<file path="config.mk">
export PLATFORM = sky130hd
export DESIGN_NAME = sequential_list_engine_core
export DESIGN_NICKNAME = d
export VERILOG_FILES = /design/src/rtl/core/sle_pkg.sv /design/src/rtl/core/sle_ctrl.sv /design/src/rtl/core/sle_dpath.sv /design/src/rtl/core/sequential_list_engine_core.sv
export SDC_FILE = /design/constraint.sdc
export NUM_CORES = 2
export LEC_CHECK = 0
export BUFFER_PORTS_ARGS = -buffer_cell sky130_fd_sc_hd__buf_4
export CELL_PAD_IN_SITES_DETAIL_PLACEMENT = 1
export CELL_PAD_IN_SITES_GLOBAL_PLACEMENT = 1
export CORE_ASPECT_RATIO = 0.8
export CORE_MARGIN = 2
export CORE_UTILIZATION = 42
export CTS_BUF_LIST = sky130_fd_sc_hd__clkbuf_4
export CTS_CLUSTER_SIZE = 28
export DETAILED_ROUTE_END_ITERATION = 10
export PLACE_DENSITY = 0.69
export SLEW_MARGIN = 20
export SYNTH_ARGS = -nofsm -noshare
export SYNTH_HDL_FRONTEND = slang
export SYNTH_SLANG_ARGS = --single-unit
</file>
<file path="constraint.sdc">
create_clock -name i_clk -period 8.65 [get_ports i_clk]
set_input_delay 0.865 -clock i_clk [delete_from_list [all_inputs] [get_ports i_clk]]
set_output_delay 0.865 -clock i_clk [all_outputs]
set_load 0.02 [all_outputs]
</file>
<file path="src/rtl/core/sle_pkg.sv">
// sle_pkg: shared types and constants for the sequential list engine
// no dependencies; imported by sle_ctrl, sle_dpath and the top level
`timescale 1ns / 1ps

package sle_pkg;

    localparam int CAPACITY_DEF = 128;

    typedef enum logic [2:0] {
        CMD_INSERT = 3'd0,
        CMD_DELETE = 3'd1,
        CMD_GET    = 3'd2,
        CMD_LOCATE = 3'd3,
        CMD_PRED   = 3'd4,
        CMD_SUCC   = 3'd5,
        CMD_CLEAR  = 3'd6
    } t_cmd;

    typedef enum logic [1:0] {
        ST_OK      = 2'd0,
        ST_BAD_POS = 2'd1,
        ST_FULL    = 2'd2,
        ST_NONE    = 2'd3
    } t_status;

    typedef enum logic [1:0] {
        DP_HOLD  = 2'd0,
        DP_LATCH = 2'd1,
        DP_STEP  = 2'd2,
        DP_EMIT  = 2'd3
    } t_dp_op;

    typedef enum logic {
        S_IDLE = 1'b0,
        S_RUN  = 1'b1
    } t_state;

    typedef struct packed {
        logic walk_done;
        logic out_full;
    } t_dp_stat;

endpackage

</file>
<file path="src/rtl/core/sle_ctrl.sv">
// sle_ctrl: controller state machine, sequences latch, store walk and result emit
// depends on sle_pkg; drives sle_dpath through t_dp_op
`timescale 1ns / 1ps

module sle_ctrl import sle_pkg::*; (
    input  logic     i_clk,
    input  logic     i_rst_n,
    input  logic     i_in_valid,
    output logic     o_in_ready,
    input  logic     i_out_ready,
    output logic     o_out_valid,
    input  t_dp_stat i_stat,
    output t_dp_op   o_op
);

    t_state r_state, n_state;
    logic   r_out_valid, n_out_valid;

    always_ff @(posedge i_clk) begin
        if (!i_rst_n) begin
            r_state     <= S_IDLE;
            r_out_valid <= 1'b0;
        end else begin
            r_state     <= n_state;
            r_out_valid <= n_out_valid;
        end
    end

    always_comb begin
        n_state = r_state;
        o_op    = DP_HOLD;
        unique case (r_state)
            S_IDLE: begin
                if (i_in_valid) begin
                    o_op    = DP_LATCH;
                    n_state = S_RUN;
                end
            end
            S_RUN: begin
                if (!i_stat.walk_done) begin
                    o_op = DP_STEP;
                end else if (!i_stat.out_full || i_out_ready) begin
                    o_op    = DP_EMIT;
                    n_state = S_IDLE;
                end
            end
        endcase
        if (o_op == DP_EMIT) begin
            n_out_valid = 1'b1;
        end else if (i_out_ready) begin
            n_out_valid = 1'b0;
        end else begin
            n_out_valid = r_out_valid;
        end
    end

    assign o_in_ready  = (r_state == S_IDLE);
    assign o_out_valid = r_out_valid;

endmodule

</file>
<file path="src/rtl/core/sle_dpath.sv">
// sle_dpath: list store, element count, walk counters, compare and result registers
// depends on sle_pkg; commanded by sle_ctrl
`timescale 1ns / 1ps

module sle_dpath import sle_pkg::*; #(
    parameter int CAPACITY = CAPACITY_DEF
) (
    input  logic               i_clk,
    input  logic               i_rst_n,
    input  t_dp_op             i_op,
    input  logic               i_out_valid,
    output t_dp_stat           o_stat,
    input  logic               i_cfg_we,
    input  logic               i_cfg_wdata,
    input  logic [2:0]         i_command,
    input  logic [7:0]         i_position,
    input  logic signed [31:0] i_value,
    output t_status            o_status,
    output logic signed [31:0] o_result_value,
    output logic [7:0]         o_found_position,
    output logic [7:0]         o_list_length
);

    localparam int AW = $clog2(CAPACITY);
    localparam int CW = $clog2(CAPACITY + 1);
    localparam int EW = (CW > 8) ? CW + 1 : 9;

    logic [31:0] r_mem [CAPACITY];
    logic [31:0] r_rdata;

    logic          r_mode, n_mode;
    logic [CW-1:0] r_count, n_count;
    t_cmd          r_cmd, n_cmd;
    t_status       r_err, n_err;
    logic [CW-1:0] r_addr, n_addr;
    logic [CW-1:0] r_rem, n_rem;
    logic [CW-1:0] r_da, n_da;
    logic [CW-1:0] r_put, n_put;
    logic [CW-1:0] r_fpos, n_fpos;
    logic          r_pend, n_pend;
    logic          r_first, n_first;
    logic          r_hit, n_hit;
    logic [31:0]   r_val, n_val;
    logic [31:0]   r_target, n_target;
    logic [31:0]   r_prev, n_prev;
    logic [31:0]   r_res, n_res;
    t_status       r_o_status, n_o_status;
    logic [31:0]   r_o_result, n_o_result;
    logic [7:0]    r_o_found, n_o_found;
    logic [7:0]    r_o_len, n_o_len;

    logic          rd_en;
    logic          wr_en;
    logic [AW-1:0] wr_addr;
    logic [31:0]   wr_data;
    logic [31:0]   sq;
    logic [EW-1:0] pe;
    logic [EW-1:0] ce;
    t_cmd          in_cmd;
    logic          is_scan;
    logic          match;
    t_status       st;
    logic [31:0]   res;
    logic [CW-1:0] fnd;

    assign sq      = 32'(i_value * i_value);
    assign pe      = EW'(i_position);
    assign ce      = EW'(r_count);
    assign in_cmd  = t_cmd'(i_command);
    assign is_scan = (r_cmd == CMD_LOCATE) || (r_cmd == CMD_PRED) || (r_cmd == CMD_SUCC);
    assign match   = r_pend && is_scan && (r_rdata == r_target);

    always_comb begin
        n_mode     = i_cfg_we ? i_cfg_wdata : r_mode;
        n_count    = r_count;
        n_cmd      = r_cmd;
        n_err      = r_err;
        n_addr     = r_addr;
        n_rem      = r_rem;
        n_da       = r_da;
        n_put      = r_put;
        n_fpos     = r_fpos;
        n_pend     = r_pend;
        n_first    = r_first;
        n_hit      = r_hit;
        n_val      = r_val;
        n_target   = r_target;
        n_prev     = r_prev;
        n_res      = r_res;
        n_o_status = r_o_status;
        n_o_result = r_o_result;
        n_o_found  = r_o_found;
        n_o_len    = r_o_len;
        rd_en      = 1'b0;
        wr_en      = 1'b0;
        wr_addr    = r_da[AW-1:0];
        wr_data    = r_rdata;
        st         = r_err;
        res        = '0;
        fnd        = '0;
        unique case (i_op)
            DP_HOLD: begin
            end
            DP_LATCH: begin
                n_cmd    = in_cmd;
                n_val    = i_value;
                n_target = ((in_cmd == CMD_LOCATE) && r_mode) ? sq : i_value;
                n_put    = CW'(pe - EW'(1));
                n_pend   = 1'b0;
                n_hit    = 1'b0;
                n_first  = 1'b0;
                n_fpos   = '0;
                n_rem    = '0;
                n_addr   = '0;
                n_err    = ST_OK;
                unique case (in_cmd)
                    CMD_INSERT: begin
                        if (pe == '0 || pe > ce + EW'(1)) begin
                            n_err = ST_BAD_POS;
                        end else if (r_count == CW'(CAPACITY)) begin
                            n_err = ST_FULL;
                        end else begin
                            n_addr = r_count - CW'(1);
                            n_rem  = CW'(ce - pe + EW'(1));
                        end
                    end
                    CMD_DELETE, CMD_GET: begin
                        if (pe == '0 || pe > ce) begin
                            n_err = ST_BAD_POS;
                        end else begin
                            n_addr  = CW'(pe - EW'(1));
                            n_rem   = (in_cmd == CMD_DELETE) ? CW'(ce - pe + EW'(1)) : CW'(1);
                            n_first = 1'b1;
                        end
                    end
                    CMD_LOCATE, CMD_PRED, CMD_SUCC: begin
                        n_rem = r_count;
                    end
                    default: begin
                    end
                endcase
            end
            DP_STEP: begin
                if (r_rem != '0) begin
                    rd_en  = 1'b1;
                    n_da   = r_addr;
                    n_addr = (r_cmd == CMD_INSERT) ? r_addr - CW'(1) : r_addr + CW'(1);
                    n_rem  = r_rem - CW'(1);
                    n_pend = 1'b1;
                end else begin
                    n_pend = 1'b0;
                end
                if (r_pend) begin
                    unique case (r_cmd)
                        CMD_INSERT: begin
                            wr_en   = 1'b1;
                            wr_addr = AW'(r_da + CW'(1));
                        end
                        CMD_DELETE, CMD_GET: begin
                            if (r_first) begin
                                n_res   = r_rdata;
                                n_first = 1'b0;
                            end else begin
                                wr_en   = 1'b1;
                                wr_addr = AW'(r_da - CW'(1));
                            end
                        end
                        CMD_LOCATE, CMD_PRED, CMD_SUCC: begin
                            if (match) begin
                                n_hit  = 1'b1;
                                n_fpos = r_da + CW'(1);
                                n_rem  = '0;
                                n_pend = 1'b0;
                            end else begin
                                n_prev = r_rdata;
                            end
                        end
                        default: begin
                        end
                    endcase
                end
            end
            DP_EMIT: begin
                if (r_err == ST_OK) begin
                    unique case (r_cmd)
                        CMD_INSERT: begin
                            wr_en   = 1'b1;
                            wr_addr = r_put[AW-1:0];
                            wr_data = r_val;
                            n_count = r_count + CW'(1);
                        end
                        CMD_DELETE: begin
                            res     = r_res;
                            n_count = r_count - CW'(1);
                        end
                        CMD_GET: begin
                            res = r_res;
                        end
                        CMD_LOCATE: begin
                            if (r_hit) begin
                                fnd = r_fpos;
                            end else begin
                                st = ST_NONE;
                            end
                        end
                        CMD_PRED: begin
                            if (r_hit && r_fpos > CW'(1)) begin
                                res = r_prev;
                            end else begin
                                st = ST_NONE;
                            end
                        end
                        CMD_SUCC: begin
                            if (r_hit && r_fpos < r_count) begin
                                res = r_rdata;
                            end else begin
                                st = ST_NONE;
                            end
                        end
                        CMD_CLEAR: begin
                            n_count = '0;
                        end
                        default: begin
                        end
                    endcase
                end
                n_o_status = st;
                n_o_result = res;
                n_o_found  = 8'(fnd);
                n_o_len    = 8'(n_count);
            end
        endcase
    end

    always_ff @(posedge i_clk) begin
        if (!i_rst_n) begin
            r_mode  <= 1'b0;
            r_count <= '0;
            r_rem   <= '0;
            r_pend  <= 1'b0;
            r_first <= 1'b0;
            r_hit   <= 1'b0;
        end else begin
            r_mode  <= n_mode;
            r_count <= n_count;
            r_rem   <= n_rem;
            r_pend  <= n_pend;
            r_first <= n_first;
            r_hit   <= n_hit;
        end
    end

    always_ff @(posedge i_clk) begin
        r_cmd      <= n_cmd;
        r_err      <= n_err;
        r_addr     <= n_addr;
        r_da       <= n_da;
        r_put      <= n_put;
        r_fpos     <= n_fpos;
        r_val      <= n_val;
        r_target   <= n_target;
        r_prev     <= n_prev;
        r_res      <= n_res;
        r_o_status <= n_o_status;
        r_o_result <= n_o_result;
        r_o_found  <= n_o_found;
        r_o_len    <= n_o_len;
    end

    // simple dual-port store: one write, one registered read per cycle
    always_ff @(posedge i_clk) begin
        if (wr_en) begin
            r_mem[wr_addr] <= wr_data;
        end
        if (rd_en) begin
            r_rdata <= r_mem[r_addr[AW-1:0]];
        end
    end

    assign o_stat.walk_done = (r_rem == '0) && !r_pend;
    assign o_stat.out_full  = i_out_valid;
    assign o_status         = r_o_status;
    assign o_result_value   = $signed(r_o_result);
    assign o_found_position = r_o_found;
    assign o_list_length    = r_o_len;

endmodule

</file>
<file path="src/rtl/core/sequential_list_engine_core.sv">
// after a command beat is taken the controller latches it, walks the list store and then loads
// the result beat; the walk does no reads for errors, clear, no-op and an append, one for get,
// up to count for insert, delete, locate, predecessor and successor (at most CAPACITY)
// one command at a time; emit waits while a result is untaken
// reset: synchronous active-low i_rst_n clears control, element count and match mode;
// store contents stay undefined, no clearing pass
`timescale 1ns / 1ps

module sequential_list_engine_core import sle_pkg::*; #(
    parameter int CAPACITY = CAPACITY_DEF
) (
    input  logic               i_clk,
    input  logic               i_rst_n,
    input  logic               i_cfg_we,
    input  logic               i_cfg_wdata,
    input  logic               i_in_valid,
    output logic               o_in_ready,
    input  logic [2:0]         i_command,
    input  logic [7:0]         i_position,
    input  logic signed [31:0] i_value,
    output logic               o_out_valid,
    input  logic               i_out_ready,
    output t_status            o_status,
    output logic signed [31:0] o_result_value,
    output logic [7:0]         o_found_position,
    output logic [7:0]         o_list_length
);

    t_dp_op   op;
    t_dp_stat stat;

    sle_ctrl u_ctrl (
        .i_clk       (i_clk),
        .i_rst_n     (i_rst_n),
        .i_in_valid  (i_in_valid),
        .o_in_ready  (o_in_ready),
        .i_out_ready (i_out_ready),
        .o_out_valid (o_out_valid),
        .i_stat      (stat),
        .o_op        (op)
    );

    sle_dpath #(
        .CAPACITY (CAPACITY)
    ) u_dpath (
        .i_clk            (i_clk),
        .i_rst_n          (i_rst_n),
        .i_op             (op),
        .i_out_valid      (o_out_valid),
        .o_stat           (stat),
        .i_cfg_we         (i_cfg_we),
        .i_cfg_wdata      (i_cfg_wdata),
        .i_command        (i_command),
        .i_position       (i_position),
        .i_value          (i_value),
        .o_status         (o_status),
        .o_result_value   (o_result_value),
        .o_found_position (o_found_position),
        .o_list_length    (o_list_length)
    );

`ifndef SYNTH
    a_one_in_flight: assert property (@(posedge i_clk) disable iff (!i_rst_n)
        (i_in_valid && o_in_ready) |=> !o_in_ready)
        else $error("command beat taken while another is in flight");

    a_err_zero_result: assert property (@(posedge i_clk) disable iff (!i_rst_n)
        (o_out_valid && o_status != ST_OK) |-> (o_result_value == 32'sd0))
        else $error("error result carries a nonzero value");

    a_found_ok: assert property (@(posedge i_clk) disable iff (!i_rst_n)
        (o_out_valid && o_found_position != 8'd0) |-> (o_status == ST_OK))
        else $error("found position reported with error status");

    a_emit_slot: assert property (@(posedge i_clk) disable iff (!i_rst_n)
        (op == DP_EMIT) |-> (!o_out_valid || i_out_ready))
        else $error("result loaded over an untaken beat");
`endif

endmodule

</file>
## Word level (Yosys, flattened, before mapping)

Memories as Yosys holds them, arrays and structs flattened. A register that Yosys moved wholly into a read port is not among the register bits.
Cells that the tools add are included.

| storage, ports and cells | value |
|---|---|
| memories kept | 1 |
| register bits after elaboration | 236 |
| output and inout port bits | 52 |
| bits in writable memories | 4096 |

Memory list:

| memory | depth | bits a word | read ports | clocked after memory_dff | wr ports | line | text |
|---|---|---|---|---|---|---|---|
| u_dpath.r_mem | 128 | 32 | 1 | 1 | 1 | sle_dpath.sv:28 | `logic [31:0] r_mem [CAPACITY];` |

| cells by class | value |
|---|---|
| equal/unequal tests | 21 |
| muxes and demuxes | 78 |
| magnitude comparators | 4 |
| reduce and logical (&&, ||, !) cells | 32 |
| multipliers | 1 |
| add/sub/neg operators | 11 |
| bitwise logic cells | 2 |

Operator list:

| operator | number |
|---|---|
| 32-bit 2-to-1 mux | 6 |
| 8-bit 2-to-1 mux | 17 |
| 32-bit one-hot mux with 3 select lines | 1 |
| 8-bit one-hot mux with 2 select lines | 4 |
| 8-bit one-hot mux with 3 select lines | 2 |
| 8-bit by 1-bit adder with 8-bit output (second input constant) | 4 |
| 32-bit == test | 1 |
| 32-bit by 32-bit multiplier with 32-bit output | 1 |
| 8-bit by 1-bit subtractor with 8-bit output (second input constant) | 4 |
| 7-bit 2-to-1 mux | 4 |
| 7-bit one-hot mux with 2 select lines | 2 |
| 1-bit 2-to-1 mux | 25 |
| 2-bit 2-to-1 mux | 8 |
| 3-bit == test (second input constant) | 5 |
| 3-bit by 2-bit == test with 1-bit output (second input constant) | 4 |
| 1-bit one-hot mux with 2 select lines | 6 |
| 4-bit AND reduction | 3 |
| 8-bit by 1-bit adder with 9-bit output (second input constant) | 1 |
| 8-bit by 9-bit > comparator with 1-bit output | 1 |
| 9-bit logical NOT | 1 |
| 8-bit == test (second input constant) | 1 |
| 8-bit by 1-bit > comparator with 1-bit output (second input constant) | 1 |
| 8-bit > comparator | 1 |
| 8-bit logical NOT | 1 |
| 22 further kinds | 45 |

## Longest topological paths before layout

| logic depth | value |
|---|---|
| word-level depth | 9 |
| mapped depth | 27 |
| depth with buffers taken out | 25 |

## Modules after synthesis

Synthesis repeated with hierarchy kept, for this count alone.

| unflattened totals | value |
|---|---|
| cell total of the unflattened synthesis | 8385 |
| area total of the unflattened synthesis | 181912.0 um^2 |

Modules (own cells, without submodules):

| module | area an instance (um^2) | cells each | seq. area each (um^2) | times used |
|---|---|---|---|---|
| sle_dpath | 181814.4 | 8373 | 130755.4 | 1 |
| sle_ctrl | 97.6 | 12 | 40.0 | 1 |

## Worst setup path after synthesis

No wires, ideal clock.

| timing path | value |
|---|---|
| path kind | input-to-reg |
| from | input i_value[4] |
| to | register u_dpath.r_target[28] (data pin) |
| buffers on the path | 2 |
| stages | 24 |
| path slack | 1.145 ns |
| data required time | 8.390 ns |
| data arrival time | 7.246 ns |
| path through | clkbuf_1 clkbuf_1 nand2_1 fa_1 inv_1 fa_1 inv_1 fa_1 fa_1 inv_1 fa_1 inv_1 fa_1 inv_1 fa_1 fa_1 ha_1 a21o_1 a21o_1 a221o_1 o21ai_0 nand2_1 xor2_1 mux2_2 |

| between the ends | value |
|---|---|
| longest elaborated chain between the ends | 2 |

Ends and longest elaborated chain:

| what | line | text |
|---|---|---|
| from (decl) | sequential_list_engine_core.sv:20 | `input logic signed [31:0] i_value,` |
| 32-bit by 32-bit multiplier with 32-bit output | sle_dpath.sv:66 | `assign sq = 32'(i_value * i_value);` |
| 32-bit 2-to-1 mux | sle_dpath.sv:107 | `n_target = ((in_cmd == CMD_LOCATE) && r_mode) ? sq : i_value;` |
| to (signal assigned) | sle_dpath.sv:261 | `r_target <= n_target;` |
| to (decl) | sle_dpath.sv:44 | `logic [31:0] r_target, n_target;` |

Every way passes these cells.
A chain may end at the register's enable or synchronous reset.

## Worst setup path after layout

Same ends and word-level chain as after synthesis.

==> PnR_summary.wiki <==
{| class="wikitable"
! Metric !! Value
|-
| Worst hold path type || primary input to register
|-
| Area enclosed by the die boundary || 439000 um^2
|-
| Final worst-path cycle share || 0.801
|-
| Worst Setup Slack, final || 1.72 ns
|-
| Clock tree from TritonCTS || built
|-
| Num CTS Buffers || 1142
|-
| Setup repair after global routing missed its margin || no
|-
| Max Root-Sink Buffers || 5
|-
| Final number of setup-violating endpoints || 0
|-
| Pre-antenna DRT Iters || 6
|-
| Highest net fanout along the worst path || 30
|-
| EDFF count, synth || 4341
|-
| WL per Instance || 32.7 um
|-
| Chip Height || 593 um
|-
| Setup WS pre-CTS || 0.621 ns
|-
| Required time of the worst setup path || 10.06 ns
|-
| Max Clock Skew || 0.122 ns
|-
| Leakage power of the design || 67.0 nW
|-
| Post-synthesis to final-layout area growth || 12.9%
|-
| Status || finished clean
|-
| Cell Area, Synth || 182000 um^2
|-
| Final net count || 10200
|-
| Utilization of the core after routing || 0.475
|-
| Share of the yosys chip area belonging to registers || 0.719
|-
| Number of global-route vias before repair || 99900
|-
| Final slew viol count || 0
|-
| Async SR Flop Fraction || 0
|-
| Area taken by flip-flops and latches || 131000 um^2
|-
| Overall fraction of global-route tracks in use || 0.240
|-
| Wire length after detailed routing || 522 mm
|-
| Cell Pwr Density || 383 nW/um^2
|-
| Endpoint arrival time on the critical path || 8.34 ns
|-
| Fin Setup TNS || 0 ns
|-
| GR Overflow Total || 0
|-
| Count of unique library cells instantiated by Yosys || 72
|-
| Footprint of the multi-input gates || 48900 um^2
|-
| Filler Cell Count || 39700
|-
| Initial drt markers || 12900
|-
| Vias per cell || 5.89
|-
| Site row count || 216
|-
| Type of element capturing the critical path || register
|-
| Vias after detailed routing || 94000
|-
| Count of buffers from port buffering || 100
|-
| Final instance count without filler cells || 16000
|-
| Post-cts repair resize count || 0
|-
| Number of placed I/O pins || 101
|-
| Placement-stage cell area || 192000 um^2
|-
| Max-cap viol count || 0
|-
| Average size of a mapped cell || 21.7 um^2
|-
| Share of cells above drive strength 1 || 0.349
|-
| Hold Fails Final Rpt || 0
|-
| Final non-filler cell area || 205000 um^2
|-
| Reg clk slew, reported paths || 0.07 ns
|-
| Most used flip-flop cell after synthesis || edfxtp_1
|-
| Transition time at the pin with the least slew margin || 1.17 ns
|-
| Element type at the critical path start || primary input
|-
| Synth Net Count || 8996
|-
| Min Clock Period, post-route || 6.93 ns
|-
| H-tree depth reported by CTS || 7
|-
| Tot Pwr || 78.7 mW
|-
| CORE AREA || 432000 um^2
|-
| Remaining number of nets flagged by the antenna check after routing || 0
|-
| Maximum number of pins on one net before global-route repair || 147
|-
| Number of placed instances with taps included || 14100
|-
| Global placer's final weighted congestion || 0.830
|-
| First-pass GRT wire length || 743 mm
|-
| Flops & latches, synth || 4363
|-
| Critical path start-end classification || primary input to register
|-
| Worst hold slack || 0.204 ns
|-
| Relative slew slack || 0.218
|-
| Clock net sink count || 4363
|-
| Number of antenna violations at the first check in global routing || 56
|-
| Half-perimeter wire length of the detailed placement result || 306 mm
|-
| IR Drop Worst-Case VDD || 0.850 mV
|-
| Mapped Cells || 8381
|-
| Drt drc || 0
|-
| Yosys warns || 0
|-
| Effective utilization at floorplan || 0.421
|-
| Clock latency reported for the late side of the worst-skew pair || 1.74 ns
|-
| Clk Tree Root Cell || clkbuf_4
|-
| Highest achievable clock rate || 144 MHz
|-
| Die X-Extent || 740 um
|}
==> logic make-up (layout without fill, tap and decap cells) <==
| logic type | Yosys count | count (layout) | synth area share |
|---|---|---|---|
| buffers and inverters | 866 | 2643 | 0.0188 |
| flip-flops | 4363 | 4363 | 0.719 |
| AO/OA/AOI/OAI | 327 | 327 | 0.0123 |
| XOR/XNOR | 129 | 129 | 0.00621 |
| adder cells (fa/ha/maj) | 566 | 566 | 0.0541 |
| AND/OR/NAND/NOR | 712 | 712 | 0.0189 |
| multiplexers | 1418 | 1418 | 0.171 |
| other | 0 | 35 | 0 |
==> what timing repair did <==
| action | in CTS | in global routing |
|---|---|---|
| setup buffers | 0 | 0 |
| endpoints found under the hold margin | 122 | 0 |
| hold buffers | 69 | 0 |
==> placed cells by master (no fill, tap or decap), types with 35 or more instances in the layout <==
cell / Yosys / layout
edfxtp_1: 4341 / 4341
clkbuf_4: 0 / 1581
mux4_2: 1344 / 1344
inv_1: 463 / 462
fa_1: 367 / 367
buf_4: 0 / 313
ha_1: 199 / 199
nand2_1: 190 / 181
and2_1: 179 / 179
clkinv_1: 3 / 135
nor2_4: 0 / 130
xnor2_1: 97 / 97
nor2_1: 206 / 75
dlygate4sd3_1: 0 / 69
o21ai_0: 64 / 64
a21oi_1: 53 / 53
mux2_2: 68 / 36
diode_2: 0 / 35
==> worst max-delay path: stages <==
cell	delay [ns]
dlygate4sd3_1	0.55
buf_4	0.29
and2_1	0.28
fa_1	0.56
inv_1	0.06
fa_1	0.51
inv_1	0.06
fa_1	0.51
inv_1	0.07
fa_1	0.55
inv_1	0.05
ha_1	0.27
ha_1	0.29
fa_1	0.41
fa_1	0.49
ha_1	0.40
a2111oi_0	0.44
o21ai_0	0.16
a211oi_1	0.47
nor4b_1	0.20
o21ai_0	0.33
nand2_1	0.11
xor2_1	0.15
mux2_2	0.26
==> sequential cells by signal (all words and copies together) (netlist names), 2 cells and up <==
register / count
u_dpath.r_mem: 4096
u_dpath.o_result_value: 32
u_dpath.r_prev: 32
u_dpath.r_rdata: 32
u_dpath.r_res: 32
u_dpath.r_target: 32
u_dpath.r_val: 31
u_dpath.o_found_position: 8
u_dpath.o_list_length: 8
u_dpath.r_addr: 8
u_dpath.r_count: 8
u_dpath.r_da: 8
u_dpath.r_fpos: 8
u_dpath.r_rem: 8
u_dpath.r_put: 7
u_dpath.r_cmd: 3
u_dpath.o_status: 2
u_dpath.r_err: 2
==> synthesized netlist by cell type, types with 27 or more instances <==
master     count  share of area
a21oi_1       53         0.0015
a22oi_1       33         0.0014
and2_1       179         0.0062
buf_1         39        0.00080
buf_2        112         0.0031
clkbuf_1     243         0.0050
edfxtp_1    4341           0.72
fa_1         367          0.040
ha_1         199          0.014
inv_1        463         0.0096
mux2_2        68         0.0042
mux4_2      1344           0.17
nand2_1      190         0.0039
nand3_1       27        0.00074
nor2_1       206         0.0042
o21ai_0       64         0.0018
o2bb2ai_1     32         0.0015
xnor2_1       97         0.0047
xor2_1        32         0.0015
==> report_power, final <==
group	switching [mW]	internal, mW
sequential	0.453	26.8
combinational	21.6	13.1
clock	8.20	8.60
total	30.2	48.5
==> final timing paths <==
kind | endpoint | depth (start not counted) | slack (ns) | from
worst min-delay path | u_dpath.r_val[19] | 2 | 0.20 | i_value[19]
worst max register to register | u_dpath.r_mem[87][7] | 12 | 1.99 | u_dpath.r_rem[1]
worst max-delay path | u_dpath.r_target[28] | 24 | 1.72 | i_value[4]
worst min register to register | u_dpath.r_da[7] | 0 | 0.52 | u_dpath.r_addr[7]
==> metal layers <==
| metal | share of wire | up-vias | GRT usage |
|---|---|---|---|
| li1 | - | 37000 | - |
| met1 | 0.41 | 50800 | 0.343 |
| met2 | 0.46 | 5473 | 0.366 |
| met3 | 0.11 | 747 | 0.0618 |
| met4 | 0.023 | 10 | 0.0761 |
| met5 | 0.00017 | - | 0 |
==> final cells by class <==
type,instances,share of cell area
Antenna cell,35,0.000426
Tap cell,5777,0.0352
Clock inverter,178,0.00456
Multi-Input combinational cell,3152,0.238
Clock buffer,1581,0.0578
Inverter,466,0.00852
Timing Repair Buffer,418,0.0185
Sequential cell,4363,0.637
Note: power is estimated with default switching activity, not from simulation.
